File: config.mk
export PLATFORM = sky130hd
export DESIGN_NAME = lrpt_ctrl
export DESIGN_NICKNAME = d
export VERILOG_FILES = /design/src/rtl/core/lrpt_pkg.sv /design/src/rtl/core/lrpt_ctrl.sv
export SDC_FILE = /design/constraint.sdc
export NUM_CORES = 1
export LEC_CHECK = 0
export BUFFER_PORTS_ARGS = -buffer_cell sky130_fd_sc_hd__buf_2
export CORE_AREA = 4 4 41 43
export DETAILED_ROUTE_END_ITERATION = 7
export DIE_AREA = 0 0 45 47
export GPL_ROUTABILITY_DRIVEN = 0
export SLEW_MARGIN = 20
export SYNTH_ARGS = -nofsm -noshare
export SYNTH_HDL_FRONTEND = slang
export SYNTH_SLANG_ARGS = --single-unit
File: constraint.sdc
create_clock -name i_clk -period 1 [get_ports i_clk]
set_input_delay 0.05 -clock i_clk [delete_from_list [all_inputs] [get_ports i_clk]]
set_output_delay 0.05 -clock i_clk [all_outputs]
set_load 0.03 [all_outputs]
File: src/rtl/core/lrpt_pkg.sv
// Shared types, constants and CORDIC angle table of the lidar point time estimator.
`default_nettype none
package lrpt_pkg;

    localparam int MAX_RINGS_DEF    = 128;
    localparam int CORDIC_STEPS_DEF = 16;
    localparam int COORD_W  = 19;
    localparam int INTEN_W  = 8;
    localparam int RAW_W    = 32;
    localparam int RING_W   = 7;
    localparam int TIME_W   = 20;
    localparam int YAW_W    = 17;
    localparam int CX_W     = 30;
    localparam int CZ_W     = 27;
    localparam int ADDR_W   = 5;
    localparam int FULL_TURN = 92160;
    localparam int REV_US    = 99723;
    localparam logic [TIME_W-1:0] TIME_MAX = 20'hFFFFF;

    localparam logic [ADDR_W-1:0] REG_NUM_RINGS  = 5'd0;
    localparam logic [ADDR_W-1:0] REG_DECIMATION = 5'd4;
    localparam logic [ADDR_W-1:0] REG_TIME_SCALE = 5'd8;
    localparam logic [ADDR_W-1:0] REG_TIME_GIVEN = 5'd12;
    localparam logic [ADDR_W-1:0] REG_MIN_RANGE  = 5'd16;

    typedef enum logic [2:0] {
        ST_IDLE, ST_RANGE, ST_CORDIC, ST_RDWAIT, ST_DIFF, ST_QUOT, ST_TIME, ST_OUT
    } t_state;

    typedef struct packed {
        logic load;
        logic range_step;
        logic cordic_init;
        logic cordic_step;
        logic diff_step;
        logic prod_step;
        logic quot_step;
        logic time_step;
        logic write_ring;
        logic emit;
    } t_cmd;

    typedef struct packed {
        logic keep;
        logic cordic_done;
        logic given;
        logic seen;
        logic rem_done;
    } t_status;

    function automatic logic [CZ_W-1:0] atan_val(input logic [4:0] i);
        case (i)
            5'd0: atan_val = 27'd2949120;  5'd1: atan_val = 27'd1740967;
            5'd2: atan_val = 27'd919879;   5'd3: atan_val = 27'd466945;
            5'd4: atan_val = 27'd234379;   5'd5: atan_val = 27'd117304;
            5'd6: atan_val = 27'd58666;    5'd7: atan_val = 27'd29335;
            5'd8: atan_val = 27'd14668;    5'd9: atan_val = 27'd7334;
            5'd10: atan_val = 27'd3667;    5'd11: atan_val = 27'd1833;
            5'd12: atan_val = 27'd917;     5'd13: atan_val = 27'd458;
            5'd14: atan_val = 27'd229;     5'd15: atan_val = 27'd115;
            5'd16: atan_val = 27'd57;      5'd17: atan_val = 27'd29;
            5'd18: atan_val = 27'd14;      5'd19: atan_val = 27'd7;
            5'd20: atan_val = 27'd4;       5'd21: atan_val = 27'd2;
            5'd22: atan_val = 27'd1;
            default: atan_val = 27'd0;
        endcase
    endfunction

endpackage
`default_nettype wire

File: src/rtl/core/lrpt_ctrl.sv
// Sequencer: walks one point through range check, CORDIC, time and output.
`default_nettype none
module lrpt_ctrl (
    input  wire logic             i_clk,
    input  wire logic             i_rst_n,
    input  wire logic             i_in_valid,
    input  wire logic             i_out_busy,
    input  wire lrpt_pkg::t_status i_status,
    output      logic             o_in_ready,
    output      lrpt_pkg::t_cmd   o_cmd
);
    lrpt_pkg::t_state r_state, n_state;

    always_ff @(posedge i_clk) begin
        if (!i_rst_n) begin
            r_state <= lrpt_pkg::ST_IDLE;
        end else begin
            r_state <= n_state;
        end
    end

    always_comb begin
        n_state = r_state;
        o_cmd = '0;
        o_in_ready = 1'b0;
        case (r_state)
            lrpt_pkg::ST_IDLE: begin
                o_in_ready = 1'b1;
                if (i_in_valid) begin
                    o_cmd.load = 1'b1;
                    n_state = lrpt_pkg::ST_RANGE;
                end
            end
            lrpt_pkg::ST_RANGE: begin
                o_cmd.range_step = 1'b1;
                o_cmd.cordic_init = 1'b1;
                n_state = lrpt_pkg::ST_CORDIC;
            end
            lrpt_pkg::ST_CORDIC: begin
                if (!i_status.keep) begin
                    n_state = lrpt_pkg::ST_IDLE;
                end else if (i_status.given) begin
                    o_cmd.time_step = 1'b1;
                    n_state = lrpt_pkg::ST_OUT;
                end else if (i_status.cordic_done) begin
                    n_state = lrpt_pkg::ST_RDWAIT;
                end else begin
                    o_cmd.cordic_step = 1'b1;
                end
            end
            lrpt_pkg::ST_RDWAIT: begin
                o_cmd.diff_step = 1'b1;
                n_state = lrpt_pkg::ST_DIFF;
            end
            lrpt_pkg::ST_DIFF: begin
                // First point of a ring only records its yaw
                if (i_status.seen) begin
                    o_cmd.prod_step = 1'b1;
                    n_state = lrpt_pkg::ST_QUOT;
                end else begin
                    o_cmd.write_ring = 1'b1;
                    n_state = lrpt_pkg::ST_IDLE;
                end
            end
            lrpt_pkg::ST_QUOT: begin
                o_cmd.quot_step = 1'b1;
                n_state = lrpt_pkg::ST_TIME;
            end
            lrpt_pkg::ST_TIME: begin
                o_cmd.time_step = 1'b1;
                o_cmd.write_ring = 1'b1;
                n_state = lrpt_pkg::ST_OUT;
            end
            lrpt_pkg::ST_OUT: begin
                if (!i_out_busy && i_status.rem_done) begin
                    o_cmd.emit = 1'b1;
                    n_state = lrpt_pkg::ST_IDLE;
                end
            end
            default: n_state = lrpt_pkg::ST_IDLE;
        endcase
    end

    assert property (@(posedge i_clk) disable iff (!i_rst_n)
        o_in_ready |-> r_state == lrpt_pkg::ST_IDLE)
        else $error("ready outside idle");
    assert property (@(posedge i_clk) disable iff (!i_rst_n)
        o_cmd.emit |=> r_state == lrpt_pkg::ST_IDLE)
        else $error("emit not followed by idle");
    assert property (@(posedge i_clk) disable iff (!i_rst_n)
        o_cmd.load |=> r_state == lrpt_pkg::ST_RANGE)
        else $error("load without range step");
endmodule
`default_nettype wire

# Word level (Yosys, flattened, before mapping)
# Index checks and enable logic that the tools add are counted.
# totals
wordCells,41
inputBits,9
reg_bits,3
output_inout_bits,11
# op_classes
eq_ne,10
reduce_logical,4
mux,26
# ops
op,n
$pmux W3 S8,1
$mux W3,6
$mux W1,16
$eq A3 B3 Y1 const B,4
$eq A3 B2 Y1 const B,2
$ne A2 B2 Y1 const B,2
$ne A4 B4 Y1 const B,1
$pmux W1 S2,2
$eq A3 B1 Y1 const B,1
$logic_not A3 Y1,1
$reduce_and A3 Y1,1
$mux W2,1
$logic_and A1 B1 Y1,1
$logic_not A1 Y1,1

# Depth between registers and ports, before layout
# Gate-level depths: netlist of the first run.
# logic_depth
depth_word,4
mapped_depth,5
mapped_depth_nobuf,4

# Worst setup path after synthesis of the first run
# Ideal clock, no wire load.
# synth_path
kind,register -> output
startpoint,register r_state[2]
endpoint,output o_cmd[9] (netlist bit)
path_buffers,1
setup_slack_ps,-753
required_ps,950
t_arrival_ps,1703
path_stages_with_launch,4
path_cell_list,dfxtp_1 > buf_6 > nor3_1 > and2_1
# synth_rtl
item,line,source
"start, declared",lrpt_ctrl.sv:12,"lrpt_pkg::t_state r_state, n_state;"
"start signal, assigned",lrpt_ctrl.sv:16,r_state <= lrpt_pkg::ST_IDLE;
"start signal, assigned",lrpt_ctrl.sv:18,r_state <= n_state;
"end, declared",lrpt_ctrl.sv:10,output lrpt_pkg::t_cmd o_cmd

==> metrics.txt, run 1 <==
max incr delay on CP=380 ps; Seq/Total Area, Yosys=18.8%; Hold Slack=67.2 ps; Lkg Pwr=0.370 nW; num ports=20; Final Skew=3.02 ps; Detailed Route Iter0 Violations=3; Final Cycle Share=126%; Ant. Diodes=0; die width=45 µm; slowest CP cell=dfxtp_4; fmax=0.791 GHz; max reg flops=3; drc violations=0; max cap viols=0; Clk pin slew, worst setup/hold paths=40 ps; Post-Synth XOR/XNOR Area=0%; main combinational cell family by area after synthesis=simple AND/OR/NAND/NOR gates; FF-to-FF Start=r_state[1]$_SDFFE_PN0P_; Setup crit start=r_state[1]$_SDFFE_PN0P_; CP Launch Type=register; Final Max Slew Viols=0; Place WS=-170 ps; RSZ-0062 raised after global routing=yes; pwr dens=779 nW/µm²; IO Port Bufs=19; clock tree buffer depth=2; Die H=47 µm; Req. time, crit path=950 ps; Post-synth EDFFs=0; setup slack after layout=-263 ps; total track usage=15.2%; Final #Nets=90; design area=810 µm²; synth-to-layout area growth=154%; VDD IR max=0.000568 V; outcome=complete, but fails checks; synth warn=0; drt pass-1 iters=2; worst hold path type=primary input to register; WL final=1360 µm; CTS buffer count=3; CTS Hold Buffers Added=0; Mapped Area=319 µm²; ys async rst share=0%; failing checks=setup timing; total global routing overflow=0; Core Region=1300 µm²; share of cells above drive strength 1=77.5%; mean post-synth cell area=8.18 µm²; CTS tree=built; post-synthesis simple-gate area fraction=43.1%; Setup TNS Final=-2670 ps; Synth top area share=18.8%; largest register by flop count=r_state; Via-to-Cell Ratio=5.02; vias in the first global route=508; clock root buffer=clkbuf_4; min Tclk post-route=1260 ps; Finish-stage setup viols=14; Initial Util=24.5%; initial antenna violation count=0; post-synth top area cell=dfxtp_1; count of cell types in the netlist=25; mux share of post-synthesis cell area=3.14%; hpwl dp=762 µm; pin count of the biggest net entering global routing=9; Post-DRT Antenna Nets=0; register bit total from synthesis=3; Slew @ Worst Pin=262 ps; top flop regs=r_state (3); Cell Rows=13; Mapped Nets=48; Worst Path Buf+Inv=2; Top FF cell, synth=dfxtp_1; Synth area leaders=dfxtp_1 19%, nand2b_1 9.8%, buf_6 7.1%, nor4_4 6.7%, nor2_1 5.9%; final count of hold timing violations=0; routed len/inst=14.3 µm; HP Start=i_rst_n; Core Util, Final=62.2%; post-synthesis compound-gate area fraction=23.1%; DR vias=477; clk sinks=3; Crit path max-delay family=flip-flops; worst-path fanout max=6; Slew headroom=82.4%; global-route wire length before repair=2220 µm; post-synthesis adder-cell area fraction=0%; DP Area=553 µm²; top post-synthesis cells by count=5 x nand2b_1, 5 x nor2_1, 3 x dfxtp_1; H-tree lvl count=1; Syn Inst Count=39; Worst Path Arrival=1210 ps; critical path type=register to output pin; Clk Latency, worst-skew pair=240 ps; cells along the critical path=buf_6 > nand2b_4 > nor4_4 > buf_4; crit end category=output pin; die area=2120 µm²
-- tightest hold or removal path, stage by stage --
cell and delay, ps:
buf_2 130, o41ai_4 50, a31oi_1 30
-- placed cells by master, fill, tap and decap left out --
cell	instances
a211o_1	1
o21bai_1	1
buf_6	20
nor2_4	4
a21oi_2	1
o2bb2ai_2	1
o31ai_1	1
mux2i_1	1
and2_1	1
nor3_4	1
nand2b_1	3
dfxtp_4	3
o21a_1	1
and2_4	1
nor3b_4	1
nor4_4	1
nand2b_4	2
and3b_1	2
buf_4	12
a32oi_1	1
clkbuf_1	1
nor2_2	1
nand3_1	1
o41ai_4	1
nor2b_1	1
nor4b_1	1
clkbuf_4	4
o21ai_1	1
nand2_4	1
a31oi_1	1
buf_2	8
-- cell type report --
type,count,area (µm²)
multi-input cells,32,330
clock buffers,4,26.3
well taps,15,18.8
fillers,114,492
flip-flops and latches,3,71.3
repair buffers,41,363
-- through the flow --
stage / total power (W) / instances
final: 0.000631 / 95
after global routing: 0.000666 / 95
after CTS: 0.000606 / 93
after detailed placement: 0.000325 / 82
after global placement: 0.000323 / 82
after floorplan: 0.000260 / 39
-- where the power goes --
| part | total, W | switching [W] | internal, W |
|---|---|---|---|
| Combinational | 0.000279 | 0.000128 | 0.000150 |
| Clock | 0.000220 | 0.0000701 | 0.000150 |
| Sequential | 0.000132 | 0.0000105 | 0.000121 |
| Total | 0.000631 | 0.000209 | 0.000422 |
-- routing by layer --
metal	part of all wire, %	global-route usage [%]
met1	38	15.5
met2	51	26.3
met3	8.0	6.90
met4	2.7	7.60
met5	0	0
-- kinds of logic after synthesis --
| logic type | Yosys count |
|---|---|
| buffers and inverters | 4 |
| AO/OA/AOI/OAI | 10 |
| AND/OR/NAND/NOR | 21 |
| multiplexers | 1 |
| flip-flops | 3 |
-- repair_timing --
item                                    in CTS  in global routing
gates resized for setup                     40                  8
setup buffers                                7                  2
pin swaps                                    9                  6
cloned                                       0                  0
endpoints found under the setup margin      14                 14
-- path summary, 6_finish.rpt --
kind         slack (ps)                       to  depth (start not counted)
min reg2reg         760  r_state[1]$_SDFFE_PN0P_                          3
min                  70  r_state[1]$_SDFFE_PN0P_                          3
max reg2reg        -230  r_state[0]$_SDFFE_PN0P_                          6
max                -260                 o_cmd[6]                          4
No activity file was read; power rests on OpenSTA's default activity.
==> inputs of run 2 (changes only) <==
--- a/config.mk
+++ b/config.mk
@@ -5,10 +5,10 @@
 export SDC_FILE = /design/constraint.sdc
 export NUM_CORES = 1
 export LEC_CHECK = 0
-export BUFFER_PORTS_ARGS = -buffer_cell sky130_fd_sc_hd__buf_2
 export CORE_AREA = 4 4 41 43
 export DETAILED_ROUTE_END_ITERATION = 7
 export DIE_AREA = 0 0 45 47
+export DONT_BUFFER_PORTS = 1
 export GPL_ROUTABILITY_DRIVEN = 0
 export SLEW_MARGIN = 20
 export SYNTH_ARGS = -nofsm -noshare
==> run 2 against run 1 <==
The run still ends with setup timing left. Setup slack lost 7.7 ps. Flip-flop and latch count is the same. Register-to-register slack lost 20 ps. Die area is the same. Design area shrank 8.0%. Via count shrank 13%. Sequential share of layout area grew 0.77 points. Clock-buffer cell count is the same. First-iteration DRC count grew 67%. Critical endpoint is now o_cmd[9].
==> metrics.txt, run 2 (same netlist as run 1, synthesis figures left out) <==
outcome=complete, but fails checks; failing checks=setup timing; min Tclk post-route=1270 ps (+7.70 ps); pwr dens=783 nW/µm² (+0.44%); share of cells above drive strength 1=72.1% (-5.4 points); initial antenna violation count=0 (unchanged); Via-to-Cell Ratio=4.98 (-0.90%); crit end category=output pin; clk sinks=3 (unchanged); Final #Nets=78 (-13%); setup slack after layout=-271 ps (-7.70 ps); overall power=0.000583 W (-7.6%); Setup TNS Final=-2710 ps (-37.5 ps); drt pass-1 iters=4 (+2); VDD IR max=0.000790 V (+39%); fillers=118 (+3.5%); drc violations=0 (unchanged); Clk pin slew, worst setup/hold paths=40 ps (about the same); Core Region=1300 µm² (unchanged); commonest non-fill, non-tap cell in the layout=buf_6; final count of hold timing violations=0 (unchanged); Req. time, crit path=950 ps (about the same); Core Util, Final=57.2% (-5.0 points); CTS tree=built; most frequent cells in the layout=15 x buf_6, 11 x buf_4, 4 x nor2_4; DR top layer=met3; hpwl dp=715 µm (-6.1%); routed len/inst=14.0 µm (-2.5%); Hold Slack=55.7 ps (-11.5 ps); total global routing overflow=0 (unchanged); CP Launch Type=register; Die H=47 µm (unchanged); max cap viols=0 (unchanged); clock tree buffer depth=2 (unchanged); max reg flops=3 (unchanged); Finish-stage setup viols=14 (unchanged); total track usage=11.2% (-4.0 points); met3 routed WL=111 µm (+1.8%); RSZ-0062 raised after global routing=yes; Detailed Route Iter0 Violations=5 (+2); worst hold path type=primary input to register; Clk Latency, worst-skew pair=240 ps (about the same); met2 WL=583 µm (-17%); Cell Rows=13 (unchanged); largest register by flop count=r_state; Lkg Pwr=0.315 nW (-15%); area of the multi-input gates=327 µm² (-1.1%); Worst Path Arrival=1220 ps (about the same); Slew headroom=81.7% (-0.75 points); IO Port Bufs=0 (-19); Final Cycle Share=127% (+0.77 points); H-tree lvl count=1 (unchanged); DP Cell Count=70 (-15%); Final Skew=6.81 ps (+3.79 ps); top flop regs=r_state (3); fmax=0.787 GHz (-0.61%); synth-to-layout area growth=133%; worst-path fanout max=5 (-1); Post-DRT Antenna Nets=0 (unchanged); Storage cell area=71.3 µm² (unchanged); vias in the first global route=399 (-21%); num ports=20 (unchanged); critical path type=register to output pin; Final Non-Filler Cells=83 (-13%); pin count of the biggest net entering global routing=9 (unchanged); CTS buffer count=3 (unchanged); Initial Util=24.5% (unchanged); global-route wire length before repair=1750 µm (-21%); Slew @ Worst Pin=273 ps (+11.1 ps); Met1 Wirelength=464 µm (-9.4%); Ant. Diodes=0 (unchanged); DR vias=413 (-13%); clock root buffer=clkbuf_4; die area=2120 µm² (unchanged); WL final=1160 µm (-15%); Final Max Slew Viols=0 (unchanged); die width=45 µm (unchanged)
## run 2: metrics by stage
| step | instance area, µm² | setup slack, ps |
|---|---|---|
| after floorplan | 383 | -324 |
| after global placement | 536 | -192 |
| after detailed placement | 536 | -198 |
| after CTS | 678 | -260 |
| after global routing | 744 | -331 |
| final | 744 | -271 |
## run 2: worst paths after layout
check | from | end | slack, ps | cells after the start
setup / recovery | r_state[0]$_SDFFE_PN0P_ | o_cmd[9] | -270 | 4
hold / removal | i_status[4] | r_state[1]$_SDFFE_PN0P_ | 60 | 2
setup reg to reg | r_state[0]$_SDFFE_PN0P_ | r_state[0]$_SDFFE_PN0P_ | -250 | 5
hold reg to reg | r_state[2]$_SDFFE_PN0P_ | r_state[1]$_SDFFE_PN0P_ | 750 | 3
## run 2: worst max-delay path, stage by stage (launching register included)
cell and delay (ps):
dfxtp_4 360, buf_6 130, nor3_4 210, and2_4 170, buf_6 120
## run 2: metal layers
metal / track usage (%) / vias up
li1: - / 201
met1: 13.4 / 193
met2: 17.8 / 19
met3: 6.51 / 0
met4: 1.75 / 0
met5: 0 / -
## run 2: report_power, final
group | internal [W] | total [W] | switching [W]
combinational | 0.000130 | 0.000233 | 0.000103
clock | 0.000150 | 0.000215 | 0.0000653
sequential | 0.000122 | 0.000134 | 0.0000127
total | 0.000401 | 0.000583 | 0.000181
## run 2: timing repair
item / in CTS / in global routing
setup buffers: 5 / 4
pin swaps: 7 / 6
resized for setup: 20 / 11
hold buffers: 1 / 0
setup endpoints to repair: 14 / 14
endpoints found under the hold margin: 3 / 0
## run 2: final cells by class
cell class / count / share of cell area, %
clock buffers: 4 / 3.53
multi-input cells: 32 / 43.9
flip-flops and latches: 3 / 9.58
well taps: 15 / 2.52
repair buffers: 29 / 40.5
==> inputs of run 3 (changes only) <==
--- a/config.mk
+++ b/config.mk
@@ -10,6 +10,7 @@
 export DIE_AREA = 0 0 45 47
 export DONT_BUFFER_PORTS = 1
 export GPL_ROUTABILITY_DRIVEN = 0
+export PLACE_DENSITY_LB_ADDON = 0.08
 export SLEW_MARGIN = 20
 export SYNTH_ARGS = -nofsm -noshare
 export SYNTH_HDL_FRONTEND = slang
==> run 3 against run 2 <==
The run still ends with setup timing left. Design area is 11% higher. Setup slack got worse by 5.8 ps. Sequential share of layout area is 1.2 points lower. Via count up 5.6%. Worst hold slack better by 0.96 ps. Critical endpoint unchanged. Highest routed layer unchanged.
==> metrics.txt, run 3 (same netlist as run 1, synthesis figures left out) <==
vias in the first global route=465 (+17%); pwr dens=742 nW/µm² (-5.2%); CP Launch Type=register; WL final=1240 µm (+6.6%); Req. time, crit path=950 ps (about the same); critical path type=register to output pin; commonest non-fill, non-tap cell in the layout=buf_6; outcome=complete, but fails checks; final count of hold timing violations=0 (unchanged); Clk pin slew, worst setup/hold paths=40 ps (about the same); slowest CP cell=dfxtp_2; max incr delay on CP=330 ps (-30 ps); crit-path most repeated cell=buf_6; clk sinks=3 (unchanged); area of the multi-input gates=353 µm² (+8.0%); num ports=20 (unchanged); failing checks=setup timing; Initial Util=24.5% (unchanged); max reg flops=3 (unchanged); routed len/inst=14.2 µm (+1.7%); VDD IR max=0.000563 V (-29%); Ant. Diodes=0 (unchanged); Worst Path Arrival=1230 ps (about the same); clock root buffer=clkbuf_4; synth-to-layout area growth=158%; most frequent cells in the layout=22 x buf_6, 8 x buf_4, 4 x nor2_4; initial antenna violation count=0 (unchanged); drc violations=0 (unchanged); Slew headroom=81.9% (+0.21 points); Die H=47 µm (unchanged); worst hold path type=primary input to register; hpwl dp=784 µm (+9.6%); Core Region=1300 µm² (unchanged); Final Max Slew Viols=0 (unchanged); top flop regs=r_state (3); Via-to-Cell Ratio=5.01 (+0.72%); Storage cell area=68.8 µm² (-3.5%); Slew @ Worst Pin=268 ps (-4.80 ps); Crit path max-delay family=buffers and inverters; total track usage=13.7% (+2.5 points); fmax=0.783 GHz (-0.46%); largest register by flop count=r_state; H-tree lvl count=1 (unchanged); total global routing overflow=0 (unchanged); CTS tree=built; share of cells above drive strength 1=76.4% (+4.3 points); Cell Rows=13 (unchanged); drt pass-1 iters=4 (unchanged); Lkg Pwr=0.350 nW (+11%); Final Non-Filler Cells=87 (+4.8%); Finish-stage setup viols=14 (unchanged); worst-path fanout max=6 (+1); CTS buffer count=3 (unchanged); clock tree buffer depth=2 (unchanged); IO Port Bufs=0 (unchanged); pin count of the biggest net entering global routing=7 (-2); min Tclk post-route=1280 ps (+5.81 ps); Detailed Route Iter0 Violations=5 (unchanged); Worst Path Buf+Inv=3 (+1); Clk Latency, worst-skew pair=240 ps (about the same); die width=45 µm (unchanged); Place WS=-160 ps (+38.1 ps); DR vias=436 (+5.6%); Final #Nets=82 (+5.1%); crit end category=output pin; die area=2120 µm² (unchanged); Final Skew=1.79 ps (-5.02 ps); max cap viols=0 (unchanged); setup slack after layout=-277 ps (-5.81 ps); RSZ-0062 raised after global routing=yes; cells along the critical path=buf_6 > buf_6 > nor3_4 > and2_4 > buf_6; Post-DRT Antenna Nets=0 (unchanged); DP Cell Count=72 (+2.9%); fillers=106 (-10%); Final Cycle Share=128% (+0.58 points); global-route wire length before repair=2090 µm (+20%)
-- run 3: final cells by class --
class | count | area share (%)
clock buffer | 4 | 3.19
sequential | 3 | 8.35
timing repair buffer | 33 | 43.4
multi-input combinational | 32 | 42.8
tap | 15 | 2.28
-- run 3: power by group --
part	total [W]	switching (W)	leakage, nW	internal [W]
combinational	0.000264	0.000117	0.309	0.000147
sequential	0.000131	0.00000891	0.0264	0.000123
clock	0.000216	0.0000666	0.0150	0.000150
total	0.000612	0.000192	0.350	0.000419
-- run 3: per-stage QoR --
step	util, %	area, µm²	setup TNS, ps	hold slack [ps]	total power [W]
final	63.4	825	-2640	56.7	0.000612
after detailed placement	42.3	551	-1320	169	0.000315
after global placement	42.3	551	-1030	161	0.000312
after CTS	60.7	790	-2680	26.7	0.000610
after floorplan	-	383	-1120	149	0.000260
after global routing	63.4	825	-3420	46.1	0.000655
-- run 3: routing by layer --
metal | GRT usage, % | routed length [µm]
met1 | 17.5 | 485
met3 | 4.98 | 116
met4 | 2.92 | 0
met2 | 22.0 | 634
met5 | 0 | 0
-- run 3: what timing repair did --
item,4_1_cts,5_1_grt
setup buffers,11,1
resized for setup,32,8
pin swaps,8,4
hold buffers,1,0
endpoints found under the setup margin,14,14
endpoints found under the hold margin,3,0
-- run 3: worst paths after layout --
path,start,endpoint,slack (ps),cells after the start
setup / recovery,r_state[0]$_SDFFE_PN0P_,o_cmd[9],-280,5
hold / removal,i_in_valid,r_state[1]$_SDFFE_PN0P_,60,2
setup reg to reg,r_state[0]$_SDFFE_PN0P_,r_state[0]$_SDFFE_PN0P_,-200,5
hold reg to reg,r_state[1]$_SDFFE_PN0P_,r_state[1]$_SDFFE_PN0P_,770,3
-- run 3: worst reg2reg max path: stages, from the launching register on --
cell and delay, ps:
dfxtp_2 330, nand2b_4 150, nor4_4 260, buf_4 170, o31ai_2 50, and2_1 130
